[src/hw/rtl/ipcmb_pkg.sv]
package ipcmb_pkg;

   localparam int unsigned DEFAULT_FIFO_DEPTH = 16;

   // register select codes
   localparam logic [1:0] REG_SYNC = 2'd0;
   localparam logic [1:0] REG_CTRL = 2'd1;
   localparam logic [1:0] REG_SEND = 2'd2;
   localparam logic [1:0] REG_RECV = 2'd3;

   // access sizes; anything above halfword is a full word
   localparam logic [1:0] SIZE_BYTE = 2'd0;
   localparam logic [1:0] SIZE_HALF = 2'd1;

   localparam logic OP_READ  = 1'b0;
   localparam logic OP_WRITE = 1'b1;

   localparam logic [1:0] ERR_NONE      = 2'd0;
   localparam logic [1:0] ERR_OVERFLOW  = 2'd1;
   localparam logic [1:0] ERR_UNDERFLOW = 2'd2;

   typedef struct packed {
      logic        side;
      logic        operation;
      logic [1:0]  register_select;
      logic [1:0]  access_size;
      logic [1:0]  byte_offset;
      logic [31:0] write_data;
   } req_type;

   typedef struct packed {
      logic [31:0] read_data;
      logic        irq_to_other;
      logic [1:0]  error;
   } rsp_type;

   // one FIFO operation per accepted word
   typedef struct packed {
      logic        push;
      logic        pop;
      logic        fifo_sel;
      logic [31:0] wdata;
   } fifo_cmd_type;

   typedef struct packed {
      logic empty;
      logic full;
      logic last_slot;  // one entry short of full
      logic one_left;   // exactly one entry held
   } fifo_stat_type;

   function automatic logic [4:0] lane_shift(logic [1:0] size, logic [1:0] off);
      logic [4:0] sh;
      if (size == SIZE_BYTE) begin
         sh = {off, 3'b000};
      end else begin
         sh = {off[1], 4'b0000};
      end
      return sh;
   endfunction

   function automatic logic [31:0] lane_merge(logic [31:0] old, logic [31:0] data,
                                              logic [1:0] size, logic [1:0] off);
      logic [31:0] mask;
      logic [4:0]  sh;
      sh = lane_shift(size, off);
      if (size == SIZE_BYTE || size == SIZE_HALF) begin
         mask = ((size == SIZE_BYTE) ? 32'h0000_00FF : 32'h0000_FFFF) << sh;
         return (old & ~mask) | ((data << sh) & mask);
      end
      return data;
   endfunction

   function automatic logic [31:0] lane_pick(logic [31:0] word, logic [1:0] size,
                                             logic [1:0] off);
      logic [31:0] shifted;
      shifted = word >> lane_shift(size, off);
      if (size == SIZE_BYTE) begin
         return shifted & 32'h0000_00FF;
      end else if (size == SIZE_HALF) begin
         return shifted & 32'h0000_FFFF;
      end
      return word;
   endfunction

endpackage

[src/hw/rtl/ipcmb_chan_if.sv]
interface ipcmb_chan_if #(
   parameter type payload_type = logic [31:0]
) ();
   logic        valid;
   logic        ready;
   payload_type payload;

   modport source (output valid, output payload, input ready);
   modport sink   (input valid, input payload, output ready);
endinterface

[src/hw/rtl/interprocessor_sync_fifo_mailbox.sv]
// Channel   Dir  Payload              Handshake
// req_chan  in   ipcmb_pkg::req_type  valid/ready, taken when both high
// rsp_chan  out  ipcmb_pkg::rsp_type  valid/ready, one word per request
//
// A receive read that finds data passes through an extra register, since the FIFO
// word is registered out of the storage array before the response is built.
// The response sits in an output register; the next request is taken only when
// that register is empty or drained by the same edge, and never while a memory
// read is open.
// Reset (synchronous) empties both FIFOs and clears sync, send and flag state;
// array contents are not cleared and need no clearing pass.
module interprocessor_sync_fifo_mailbox #(
   parameter int unsigned FIFO_DEPTH = ipcmb_pkg::DEFAULT_FIFO_DEPTH
) (
   input logic          clock,
   input logic          reset,
   ipcmb_chan_if.sink   req_chan,
   ipcmb_chan_if.source rsp_chan
);

   ipcmb_pkg::req_type            rq;
   ipcmb_pkg::fifo_cmd_type       fifo_cmd;
   ipcmb_pkg::fifo_stat_type [1:0] fifo_stat;
   logic [31:0]                   fifo_rdata;

   logic [31:0] sync_word_ff [2];
   logic [31:0] sync_word_in [2];
   logic [31:0] send_word_ff [2];
   logic [31:0] send_word_in [2];
   logic [3:0]  sync_nibble_ff [2];
   logic [3:0]  sync_nibble_in [2];
   logic [1:0]  remote_flags_ff [2];   // bit 0 empty, bit 1 full
   logic [1:0]  remote_flags_in [2];

   logic               busy_ff, busy_in;         // receive read waiting on array
   logic [1:0]         pend_size_ff, pend_size_in;
   logic [1:0]         pend_off_ff, pend_off_in;
   logic               rsp_valid_ff, rsp_valid_in;
   ipcmb_pkg::rsp_type rsp_data_ff, rsp_data_in;

   logic        s, o;
   logic        accept;
   logic        is_wr;
   logic [31:0] sync_merged;
   logic [31:0] send_merged;
   logic [31:0] rd_word;
   logic [1:0]  err;
   logic        pop_hit;

   ipcmb_store #(
      .FIFO_DEPTH (FIFO_DEPTH)
   ) u_store (
      .clock (clock),
      .reset (reset),
      .cmd   (fifo_cmd),
      .rdata (fifo_rdata),
      .stat  (fifo_stat)
   );

   assign rq = req_chan.payload;
   // a stalled response or an open array read holds off the next word
   assign req_chan.ready   = !busy_ff && (!rsp_valid_ff || rsp_chan.ready);
   assign accept           = req_chan.valid && req_chan.ready;
   assign rsp_chan.valid   = rsp_valid_ff;
   assign rsp_chan.payload = rsp_data_ff;

   always_comb begin
      s     = rq.side;
      o     = ~rq.side;
      is_wr = (rq.operation == ipcmb_pkg::OP_WRITE);

      sync_merged = ipcmb_pkg::lane_merge(sync_word_ff[s], rq.write_data,
                                          rq.access_size, rq.byte_offset);
      send_merged = ipcmb_pkg::lane_merge(send_word_ff[s], rq.write_data,
                                          rq.access_size, rq.byte_offset);

      for (int i = 0; i < 2; i++) begin
         sync_word_in[i]    = sync_word_ff[i];
         send_word_in[i]    = send_word_ff[i];
         sync_nibble_in[i]  = sync_nibble_ff[i];
         remote_flags_in[i] = remote_flags_ff[i];
      end

      fifo_cmd.push     = 1'b0;
      fifo_cmd.pop      = 1'b0;
      fifo_cmd.fifo_sel = s;
      fifo_cmd.wdata    = send_merged;

      rd_word = '0;
      err     = ipcmb_pkg::ERR_NONE;
      pop_hit = 1'b0;

      if (is_wr) begin
         case (rq.register_select)
            ipcmb_pkg::REG_SYNC: begin
               sync_word_in[s]   = sync_merged;
               sync_nibble_in[o] = sync_merged[11:8];
            end
            ipcmb_pkg::REG_SEND: begin
               send_word_in[s] = send_merged;
               fifo_cmd.push   = accept;
               // flags as the own FIFO stands after the push
               if (fifo_stat[s].full) begin
                  err                = ipcmb_pkg::ERR_OVERFLOW;
                  remote_flags_in[o] = 2'b10;
               end else begin
                  remote_flags_in[o] = {fifo_stat[s].last_slot, 1'b0};
               end
            end
            default: begin
               // control and receive writes are ignored
            end
         endcase
      end else begin
         case (rq.register_select)
            ipcmb_pkg::REG_SYNC: rd_word = {28'd0, sync_nibble_ff[s]};
            ipcmb_pkg::REG_CTRL: rd_word = {22'd0, remote_flags_ff[s], 6'd0,
                                            fifo_stat[s].full, fifo_stat[s].empty};
            ipcmb_pkg::REG_SEND: rd_word = send_word_ff[s];
            ipcmb_pkg::REG_RECV: begin
               fifo_cmd.fifo_sel = o;
               fifo_cmd.pop      = accept;
               if (fifo_stat[o].empty) begin
                  err                = ipcmb_pkg::ERR_UNDERFLOW;
                  remote_flags_in[s] = 2'b01;
               end else begin
                  pop_hit            = 1'b1;
                  remote_flags_in[s] = {1'b0, fifo_stat[o].one_left};
               end
            end
            default: rd_word = '0;
         endcase
      end

      if (!accept) begin
         for (int i = 0; i < 2; i++) begin
            sync_word_in[i]    = sync_word_ff[i];
            send_word_in[i]    = send_word_ff[i];
            sync_nibble_in[i]  = sync_nibble_ff[i];
            remote_flags_in[i] = remote_flags_ff[i];
         end
      end

      busy_in      = busy_ff;
      pend_size_in = pend_size_ff;
      pend_off_in  = pend_off_ff;
      rsp_valid_in = rsp_valid_ff && !rsp_chan.ready;
      rsp_data_in  = rsp_data_ff;

      if (busy_ff) begin
         // popped word is now out of the array
         busy_in                  = 1'b0;
         rsp_valid_in             = 1'b1;
         rsp_data_in.read_data    = ipcmb_pkg::lane_pick(fifo_rdata, pend_size_ff,
                                                         pend_off_ff);
         rsp_data_in.irq_to_other = 1'b0;
         rsp_data_in.error        = ipcmb_pkg::ERR_NONE;
      end else if (accept) begin
         if (pop_hit) begin
            busy_in      = 1'b1;
            pend_size_in = rq.access_size;
            pend_off_in  = rq.byte_offset;
            rsp_valid_in = 1'b0;
         end else begin
            rsp_valid_in             = 1'b1;
            rsp_data_in.read_data    = is_wr ? 32'd0
                                       : ipcmb_pkg::lane_pick(rd_word, rq.access_size,
                                                              rq.byte_offset);
            rsp_data_in.irq_to_other = is_wr &&
                                       (rq.register_select == ipcmb_pkg::REG_SEND);
            rsp_data_in.error        = err;
         end
      end
   end

   always_ff @(posedge clock) begin
      if (reset) begin
         busy_ff      <= 1'b0;
         rsp_valid_ff <= 1'b0;
         for (int i = 0; i < 2; i++) begin
            sync_word_ff[i]    <= '0;
            send_word_ff[i]    <= '0;
            sync_nibble_ff[i]  <= '0;
            remote_flags_ff[i] <= '0;
         end
      end else begin
         busy_ff      <= busy_in;
         rsp_valid_ff <= rsp_valid_in;
         for (int i = 0; i < 2; i++) begin
            sync_word_ff[i]    <= sync_word_in[i];
            send_word_ff[i]    <= send_word_in[i];
            sync_nibble_ff[i]  <= sync_nibble_in[i];
            remote_flags_ff[i] <= remote_flags_in[i];
         end
      end
   end

   // response payload and pending lane info, no reset needed
   always_ff @(posedge clock) begin
      rsp_data_ff  <= rsp_data_in;
      pend_size_ff <= pend_size_in;
      pend_off_ff  <= pend_off_in;
   end

endmodule

[src/hw/rtl/ipcmb_store.sv]
module ipcmb_store #(
   parameter int unsigned FIFO_DEPTH = ipcmb_pkg::DEFAULT_FIFO_DEPTH
) (
   input  logic                            clock,
   input  logic                            reset,
   input  ipcmb_pkg::fifo_cmd_type         cmd,
   output logic [31:0]                     rdata,
   output ipcmb_pkg::fifo_stat_type [1:0]  stat
);

   localparam int unsigned PTR_W = $clog2(FIFO_DEPTH);
   localparam int unsigned CNT_W = $clog2(FIFO_DEPTH + 1);

   logic [31:0]      fifo_mem [2][FIFO_DEPTH];
   logic [31:0]      rdata_ff;
   logic [CNT_W-1:0] count_ff [2];
   logic [CNT_W-1:0] count_in [2];
   logic [PTR_W-1:0] rd_ptr_ff [2];
   logic [PTR_W-1:0] rd_ptr_in [2];

   logic [CNT_W:0]   wr_sum;
   logic [PTR_W-1:0] wr_idx;
   logic [PTR_W-1:0] rd_idx;
   logic             do_push;
   logic             do_pop;

   always_comb begin
      for (int f = 0; f < 2; f++) begin
         stat[f].empty     = (count_ff[f] == '0);
         stat[f].full      = (count_ff[f] == CNT_W'(FIFO_DEPTH));
         stat[f].last_slot = (count_ff[f] == CNT_W'(FIFO_DEPTH - 1));
         stat[f].one_left  = (count_ff[f] == CNT_W'(1));
      end
   end

   always_comb begin
      do_push = cmd.push && !stat[cmd.fifo_sel].full;
      do_pop  = cmd.pop && !stat[cmd.fifo_sel].empty;
      rd_idx  = rd_ptr_ff[cmd.fifo_sel];
      // pointer plus count stays under twice the depth: one subtract wraps it
      wr_sum  = {1'b0, count_ff[cmd.fifo_sel]} + (CNT_W + 1)'(rd_idx);
      if (wr_sum >= (CNT_W + 1)'(FIFO_DEPTH)) begin
         wr_sum = wr_sum - (CNT_W + 1)'(FIFO_DEPTH);
      end
      wr_idx = wr_sum[PTR_W-1:0];

      for (int f = 0; f < 2; f++) begin
         count_in[f]  = count_ff[f];
         rd_ptr_in[f] = rd_ptr_ff[f];
      end
      if (do_push) begin
         count_in[cmd.fifo_sel] = count_ff[cmd.fifo_sel] + CNT_W'(1);
      end
      if (do_pop) begin
         count_in[cmd.fifo_sel] = count_ff[cmd.fifo_sel] - CNT_W'(1);
         if (rd_idx == PTR_W'(FIFO_DEPTH - 1)) begin
            rd_ptr_in[cmd.fifo_sel] = '0;
         end else begin
            rd_ptr_in[cmd.fifo_sel] = rd_idx + PTR_W'(1);
         end
      end
   end

   always_ff @(posedge clock) begin
      if (reset) begin
         for (int f = 0; f < 2; f++) begin
            count_ff[f]  <= '0;
            rd_ptr_ff[f] <= '0;
         end
      end else begin
         for (int f = 0; f < 2; f++) begin
            count_ff[f]  <= count_in[f];
            rd_ptr_ff[f] <= rd_ptr_in[f];
         end
      end
   end

   // storage, one write or one read per cycle
   always_ff @(posedge clock) begin
      if (do_push) begin
         fifo_mem[cmd.fifo_sel][wr_idx] <= cmd.wdata;
      end
      if (do_pop) begin
         rdata_ff <= fifo_mem[cmd.fifo_sel][rd_idx];
      end
   end

   assign rdata = rdata_ff;

endmodule

[src/flat_wrapper.sv]
// flat-port wrapper written by rule: the top's interface ports become plain ports
module interprocessor_sync_fifo_mailbox_flat import ipcmb_pkg::*;
#(
   parameter int unsigned FIFO_DEPTH = ipcmb_pkg::DEFAULT_FIFO_DEPTH
)
  (clock, reset, req_chan_valid, req_chan_payload, req_chan_ready, rsp_chan_valid, rsp_chan_payload, rsp_chan_ready);
  ipcmb_chan_if #(.payload_type(req_type)) req_chan_i ();
  ipcmb_chan_if #(.payload_type(rsp_type)) rsp_chan_i ();
  input logic clock;
  input logic reset;
  input wire logic [$bits(req_chan_i.valid)-1:0] req_chan_valid;
  input wire logic [$bits(req_chan_i.payload)-1:0] req_chan_payload;
  output wire logic [$bits(req_chan_i.ready)-1:0] req_chan_ready;
  output wire logic [$bits(rsp_chan_i.valid)-1:0] rsp_chan_valid;
  output wire logic [$bits(rsp_chan_i.payload)-1:0] rsp_chan_payload;
  input wire logic [$bits(rsp_chan_i.ready)-1:0] rsp_chan_ready;
  assign req_chan_i.valid = req_chan_valid;
  assign req_chan_i.payload = req_chan_payload;
  assign req_chan_ready = req_chan_i.ready;
  assign rsp_chan_valid = rsp_chan_i.valid;
  assign rsp_chan_payload = rsp_chan_i.payload;
  assign rsp_chan_i.ready = rsp_chan_ready;
  interprocessor_sync_fifo_mailbox #(.FIFO_DEPTH(FIFO_DEPTH)) u_core (.clock(clock), .reset(reset), .req_chan(req_chan_i), .rsp_chan(rsp_chan_i));
endmodule
[config.mk]
export PLATFORM = sky130hd
export DESIGN_NAME = interprocessor_sync_fifo_mailbox_flat
export DESIGN_NICKNAME = d
export VERILOG_FILES = /design/src/hw/rtl/ipcmb_pkg.sv /design/src/hw/rtl/ipcmb_chan_if.sv /design/src/hw/rtl/interprocessor_sync_fifo_mailbox.sv /design/src/hw/rtl/ipcmb_store.sv /design/src/flat_wrapper.sv
export SDC_FILE = /design/constraint.sdc
export NUM_CORES = 2
export LEC_CHECK = 0
export BUFFER_PORTS_ARGS = -buffer_cell sky130_fd_sc_hd__buf_4
export CORE_MARGIN = 2
export CORE_UTILIZATION = 40
export DETAILED_ROUTE_END_ITERATION = 12
export SKIP_LAST_GASP = 1
export SLEW_MARGIN = 20
export SYNTH_ARGS = -nofsm -noshare
export SYNTH_HDL_FRONTEND = slang
export SYNTH_SLANG_ARGS = --single-unit
[constraint.sdc]
create_clock -name clock -period 7.3 [get_ports clock]
set_input_delay 1.095 -clock clock [delete_from_list [all_inputs] [get_ports clock]]
set_output_delay 1.095 -clock clock [all_outputs]
set_load 0.005 [all_outputs]
Word-level counts from Yosys, hierarchy flattened --
Memory sizes are Yosys's and may differ from the RTL's. Index checks and enable logic that the tools add are counted.
Storage, ports and cells: flip-flop bits (word level) 73, memory bits (writable) 1182, bits of input ports 44, output and inout bits 37, word-level logic and storage cells 228, memories 7
Memories:
- u_core.u_store.fifo_mem | words 2, bits a word 512, read ports 1, clocked after memory_dff 0, write ports 1, line ipcmb_store.sv:14 | logic [31:0] fifo_mem [2][FIFO_DEPTH];
- u_core.send_word_ff | words 2, bits a word 32, read ports 3, clocked after memory_dff 0, write ports 2, line interprocessor_sync_fifo_mailbox.sv:28 | logic [31:0] send_word_ff [2];
- u_core.sync_word_ff | words 2, bits a word 32, read ports 3, clocked after memory_dff 0, write ports 2, line interprocessor_sync_fifo_mailbox.sv:26 | logic [31:0] sync_word_ff [2];
- u_core.u_store.count_ff | words 2, bits a word 5, read ports 3, clocked after memory_dff 0, write ports 2, line ipcmb_store.sv:16 | logic [CNT_W-1:0] count_ff [2];
- u_core.sync_nibble_ff | words 2, bits a word 4, read ports 3, clocked after memory_dff 0, write ports 2, line interprocessor_sync_fifo_mailbox.sv:30 | logic [3:0] sync_nibble_ff [2];
- u_core.u_store.rd_ptr_ff | words 2, bits a word 4, read ports 3, clocked after memory_dff 0, write ports 2, line ipcmb_store.sv:18 | logic [PTR_W-1:0] rd_ptr_ff [2];
- +1 memories
Cells by class: add/sub/neg operators 5, magnitude comparators 13, equal/unequal tests 13, shift operators 4, muxes and demuxes 116, bitwise operators 35, reductions and logical operators 27
Operators with widths (count):
- 32-bit 2-to-1 mux | 20
- 512-bit 2-to-1 mux | 1
- 64-bit 2-to-1 mux | 6
- 32-bit binary-select mux with 4-bit select | 1
- 64-bit bitwise mux | 2
- 32-bit demux with 4-bit select | 1
- 35-bit 2-to-1 mux | 3
- 32-bit bitwise AND | 3
- 32-bit case mux with 3 select lines | 1
- 4-bit 2-to-1 mux | 21
- 32-bit OR | 2
- 32-bit by 5-bit >> shifter with 16-bit output | 2
- 8-bit 2-to-1 mux | 5
- 5-bit 2-to-1 mux | 7
- 32-bit demux with 1-bit select | 1
- 32-bit NOT | 1
- 16-bit by 5-bit << shifter with 32-bit output | 1
- 32-bit by 5-bit << shifter with 32-bit output | 1
- 1-bit 2-to-1 mux | 23
- 10-bit bitwise mux | 2
- 10-bit 2-to-1 mux | 2
- 2-bit 2-to-1 mux | 10
- 8-bit bitwise mux | 2
- 16-bit 2-to-1 mux | 1
- 40 further kinds | 94

Logic depth before layout (Yosys ltp) --
An unclocked memory read counts as a cell.
depth in word-level cells 18, mapped depth 16, mapped depth without buffers 11

Cells and area by module --
A second synthesis with hierarchy kept.
Unflattened totals: cell total of the unflattened synthesis 3340, area total of the unflattened synthesis 49243.5 um2
Modules (own cells, without submodules):
- ipcmb_store | times used 1, cells each 2529, area an instance 42253.0 um2
- interprocessor_sync_fifo_mailbox | times used 1, cells each 811, area an instance 6990.5 um2

Least setup slack after synthesis --
Ideal clock, no wire load.
kind in2reg, from input req_chan_payload[36], to memory u_core.u_store.fifo_mem[1][32] (netlist bit) (enable), data arrival time 5.331 ns, required time 6.879 ns, path slack 1.548 ns, cell stages on the path 15, cell sequence and3b_1 buf_4 xnor2_2 buf_2 buf_2 buf_2 buf_1 nand2_1 o21ai_0 ha_1 inv_1 fa_1 or2_2 buf_1 nor2_1
On the way: longest elaborated chain between the ends 13
RTL lines:
- from (decl) | line flat_wrapper.sv:12 | input wire logic [$bits(req_chan_i.payload)-1:0] req_chan_payload;
- 2-bit == test | line interprocessor_sync_fifo_mailbox.sv:115 | case (rq.register_select)
- 2-bit 2-to-1 mux | line interprocessor_sync_fifo_mailbox.sv:115
- 2-bit 2-to-1 mux | line interprocessor_sync_fifo_mailbox.sv:93 | if (is_wr) begin
- memory 2 x 5 bit / memory 2 x 4 bit (equally long branches)
- 5-bit by 4-bit adder with 6-bit output | line ipcmb_store.sv:41 | wr_sum = {1'b0, count_ff[cmd.fifo_sel]} + (CNT_W + 1)'(rd_idx);
- 6-bit by 5-bit greater-or-equal comparator with 1-bit output / 4-bit by 1-bit subtractor with 4-bit output (equally long branches) | line ipcmb_store.sv:42, ipcmb_store.sv:43
- 4-bit 2-to-1 mux | line ipcmb_store.sv:42 | if (wr_sum >= (CNT_W + 1)'(FIFO_DEPTH)) begin
- 4-bit NOT with 5-bit output (not written as such) | line ipcmb_store.sv:81 | fifo_mem[cmd.fifo_sel][wr_idx] <= cmd.wdata;
- 5-bit greater-or-equal comparator (not written as such) / 5-bit by 1-bit less-than comparator with 1-bit output (equally long branches) | line ipcmb_store.sv:81
- 1-bit logical AND (not written as such) | line ipcmb_store.sv:81
- 32-bit 2-to-1 mux (not written as such) | line ipcmb_store.sv:81
- 32-bit demux with 4-bit select | line ipcmb_store.sv:81
- 512-bit 2-to-1 mux (not written as such) | line ipcmb_store.sv:81
- to (decl) | line ipcmb_store.sv:14
Parallel ways exist; a longest one is shown, timed or not. The select of a mux whose other input is x is not followed.

Final worst setup path --
from input req_chan_payload[39], to memory u_core.u_store.fifo_mem[0][116] (netlist bit) (enable)
On the way: longest elaborated chain between the ends 13
RTL lines:
- 1-bit NOT | line interprocessor_sync_fifo_mailbox.sv:69 | o = ~rq.side;
- 2-bit 2-to-1 mux | line interprocessor_sync_fifo_mailbox.sv:115
- 2-bit 2-to-1 mux (*) | line interprocessor_sync_fifo_mailbox.sv:93
- memory 2 x 5 bit / memory 2 x 4 bit (equally long branches)
- 5-bit by 4-bit adder with 6-bit output | line ipcmb_store.sv:41
- 6-bit by 5-bit greater-or-equal comparator with 1-bit output / 4-bit by 1-bit subtractor with 4-bit output (equally long branches) | line ipcmb_store.sv:42, ipcmb_store.sv:43
- 4-bit 2-to-1 mux | line ipcmb_store.sv:42
- 4-bit NOT with 5-bit output (not written as such) | line ipcmb_store.sv:81
- 5-bit greater-or-equal comparator (not written as such) / 5-bit by 1-bit less-than comparator with 1-bit output (equally long branches) | line ipcmb_store.sv:81
- 1-bit logical AND (not written as such) | line ipcmb_store.sv:81
- 32-bit 2-to-1 mux (not written as such) | line ipcmb_store.sv:81
- 32-bit demux with 4-bit select | line ipcmb_store.sv:81
- 512-bit 2-to-1 mux (not written as such) | line ipcmb_store.sv:81
Mark *: on every way between the ends. The rest lies on a longest branch, timed or not. The select of a mux whose other input is x is not followed.

==> run summary <==
Syn Nets -> 3402
global-route wire length before repair -> 212000 um
required time of the worst setup path -> 7.69 ns
CP max stage cell -> nor2_4
Ports -> 81
# Max-Cap Violations -> 0
Max Slew Vio Count -> 0
CTS-repair resized insts -> 0
DP Area -> 52100 um^2
endpoint type of the worst setup path -> register
Synth Register Bits -> 1191
power density over the cells -> 254 nW/um^2
Mapped Cells -> 3351
Vias -> 30500
Clock Sinks -> 1191
fin area -> 56100 um^2
Critical Path AT -> 5.48 ns
Distinct cells, synth -> 72
pin count of the biggest net entering global routing -> 116
hold-fix buffers at CTS -> 0
Yosys warnings -> 0
initial core utilization -> 0.403
worst hold slack -> 0.457 ns
largest area contributor in the synthesized netlist -> edfxtp_1
Final TNS setup -> 0 ns
Post-CTS Setup Repair Bufs -> 0
die width -> 354 um
Iteration-0 DRC Markers -> 3509
Slew headroom -> 0.178
Final period util -> 0.698
Final Hold Fails -> 0
fraction of the yosys area taken by sequential cells -> 0.708
Seq. cell area -> 34800 um^2
Lkg Pwr -> 17.4 nW
Overflow after GRT -> 0
crit-path cells -> buf_4 > inv_1 > xnor2_4 > buf_4 > nand2_1 > o21ai_0 > ha_1 > inv_1 > fa_1 > nand2b_1 > nor2_4 > buf_4
# DRC -> 0
top post-synthesis cells by count -> edfxtp_1, mux2i_1, nor2_1
unrepaired setup endpoints after global routing -> false
Routed WL per cell -> 28.6 um
initial antenna violation count -> 6
area taken by multi-input logic gates -> 13800 um^2
via/cell ratio -> 5.94
Reg clk slew, reported paths -> 0.06 ns
Total GRT Usage -> 0.230
worst skew pair latency -> 0.70 ns
core box area -> 122000 um^2
Mean Syn Cell Area -> 14.7 um^2
Setup-failing EPs final -> 0
largest stage delay on the critical path -> 0.93 ns
post-synth design cell area -> 49100 um^2
vias in the first global route -> 28700
Filler Cell Count -> 10600
Setup WS post-layout -> 2.20 ns
Slew @ Worst Pin -> 1.22 ns
HP Class -> register to register
fraction of registers with async set/reset -> 0
Num CTS Buffers -> 117
drt first pass iters -> 7
nets@finish -> 3463
crit path max fanout -> 30
number of synthesized flops with an enable pin -> 1092
die height -> 354 um
port buffer count -> 80
Worst setup SP type -> primary input
Worst IR Drop VDD -> 0.192 mV
Setup CP Type -> primary input to register
Tmin final -> 5.10 ns
CTS root buf -> clkbuf_16
antenna-violating nets left -> 0
outcome -> finished clean
DP HPWL -> 91200 um
f_max -> 196 MHz
Worst Skew -> 0.0182 ns
cell mode on critical path -> buf_4
R2R depth -> 7
clk buf depth -> 3
die area -> 126000 um^2
GPL Wtd Cong -> 0.948
H-Tree Level Count -> 3
# rows -> 128
most common cell in the netlist -> edfxtp_1
final WL -> 147000 um
post-place setup slack -> 1.54 ns
hold path depth -> 1
Post-synth top flop -> edfxtp_1
Synth top area share -> 0.668
Syn-to-layout area delta -> 14.2%
CTS tree -> done
fraction of layout instances using a drive strength above 1 -> 0.147
Synth area leaders -> edfxtp_1, mux2i_1, dfxtp_1, mux4_2, a211oi_1
report_power, final:
group          switching, mW  internal, mW  total, mW
Sequential            0.0103          7.52       7.53
Clock                   2.59          3.49       6.08
Combinational          0.470         0.152      0.622
Total                   3.07          11.2       14.2
cells in the final DEF, fill, tap and decap left out, drive strengths merged, types with 61 or more instances in the layout:
cell type     n
nor2b       108
nand2       189
nor3        109
nand3        61
nor2        277
clkbuf      145
a21oi       156
a211oi      162
dfxtp        99
mux4         61
mux2i       300
o21ai        90
buf         179
edfxtp     1092
worst paths after layout:
path,startpoint,end,slack (ns)
max reg2reg,u_core.u_store.rd_ptr_ff[0][0],u_core.u_store.rdata[22],2.59
max,req_chan_payload[39],u_core.u_store.fifo_mem[0][116],2.20
min,u_core.rsp_chan.payload[2],u_core.rsp_chan.payload[2],0.46
min reg2reg,u_core.rsp_chan.payload[2],u_core.rsp_chan.payload[2],0.46
registers in the layout, indices dropped and copies added (netlist names), 4 cells and up:
| name | flops |
|---|---|
| u_core.rsp_chan.payload | 35 |
| u_core.u_store.rd_ptr_ff | 8 |
| u_core.u_store.rdata | 32 |
| u_core.u_store.count_ff | 10 |
| u_core.remote_flags_ff | 4 |
| u_core.send_word_ff | 64 |
| u_core.u_store.fifo_mem | 1024 |
| u_core.sync_nibble_ff | 6 |
final cells by class:
class | count | area share
clock inverter | 78 | 0.0136
timing repair buffer | 179 | 0.0279
antenna | 3 | 0.000134
inverter | 23 | 0.00156
clock buffer | 145 | 0.0550
tap | 1625 | 0.0363
multi-input combinational | 1900 | 0.245
sequential | 1191 | 0.620
stage by stage:
step                power, mW  std cells  utilization
global route             14.6       5141        0.460
floorplan                7.97       3351            -
global placement         8.27       4911        0.427
CTS                      14.3       5135        0.459
finish                   14.2       5144        0.460
detailed placement       8.28       4912        0.427
kinds of logic (layout without fill, tap and decap cells):
group | after synthesis | count (layout) | share of synthesized area
xor gates and xnor gates | 19 | 19 | 0.00392
buffers and inverters | 260 | 425 | 0.0223
DFF | 1191 | 1191 | 0.708
muxes | 383 | 383 | 0.0942
and+or+nand+nor | 849 | 849 | 0.0814
other | 0 | 3 | 0
adders and majority gates | 7 | 7 | 0.00194
AOI/OAI and AO/OA | 642 | 642 | 0.0884
worst max-delay path: cells and delay by family:
kind,cells,cell delay [ns]
simple gates,3,1.54
compound gates,1,0.15
xor+xnor,1,0.38
fa+ha+maj,2,0.84
buf+inv,5,1.43
layer usage:
layer  vias up  wire length (um)  track usage
met2      1617             65000        0.343
met3       235             14300       0.0503
li1      13200                 -            -
met4         2              4400       0.0686
met5         -                 8            0
met1     15500             63400        0.338
No activity file was read; power rests on OpenSTA's default activity.
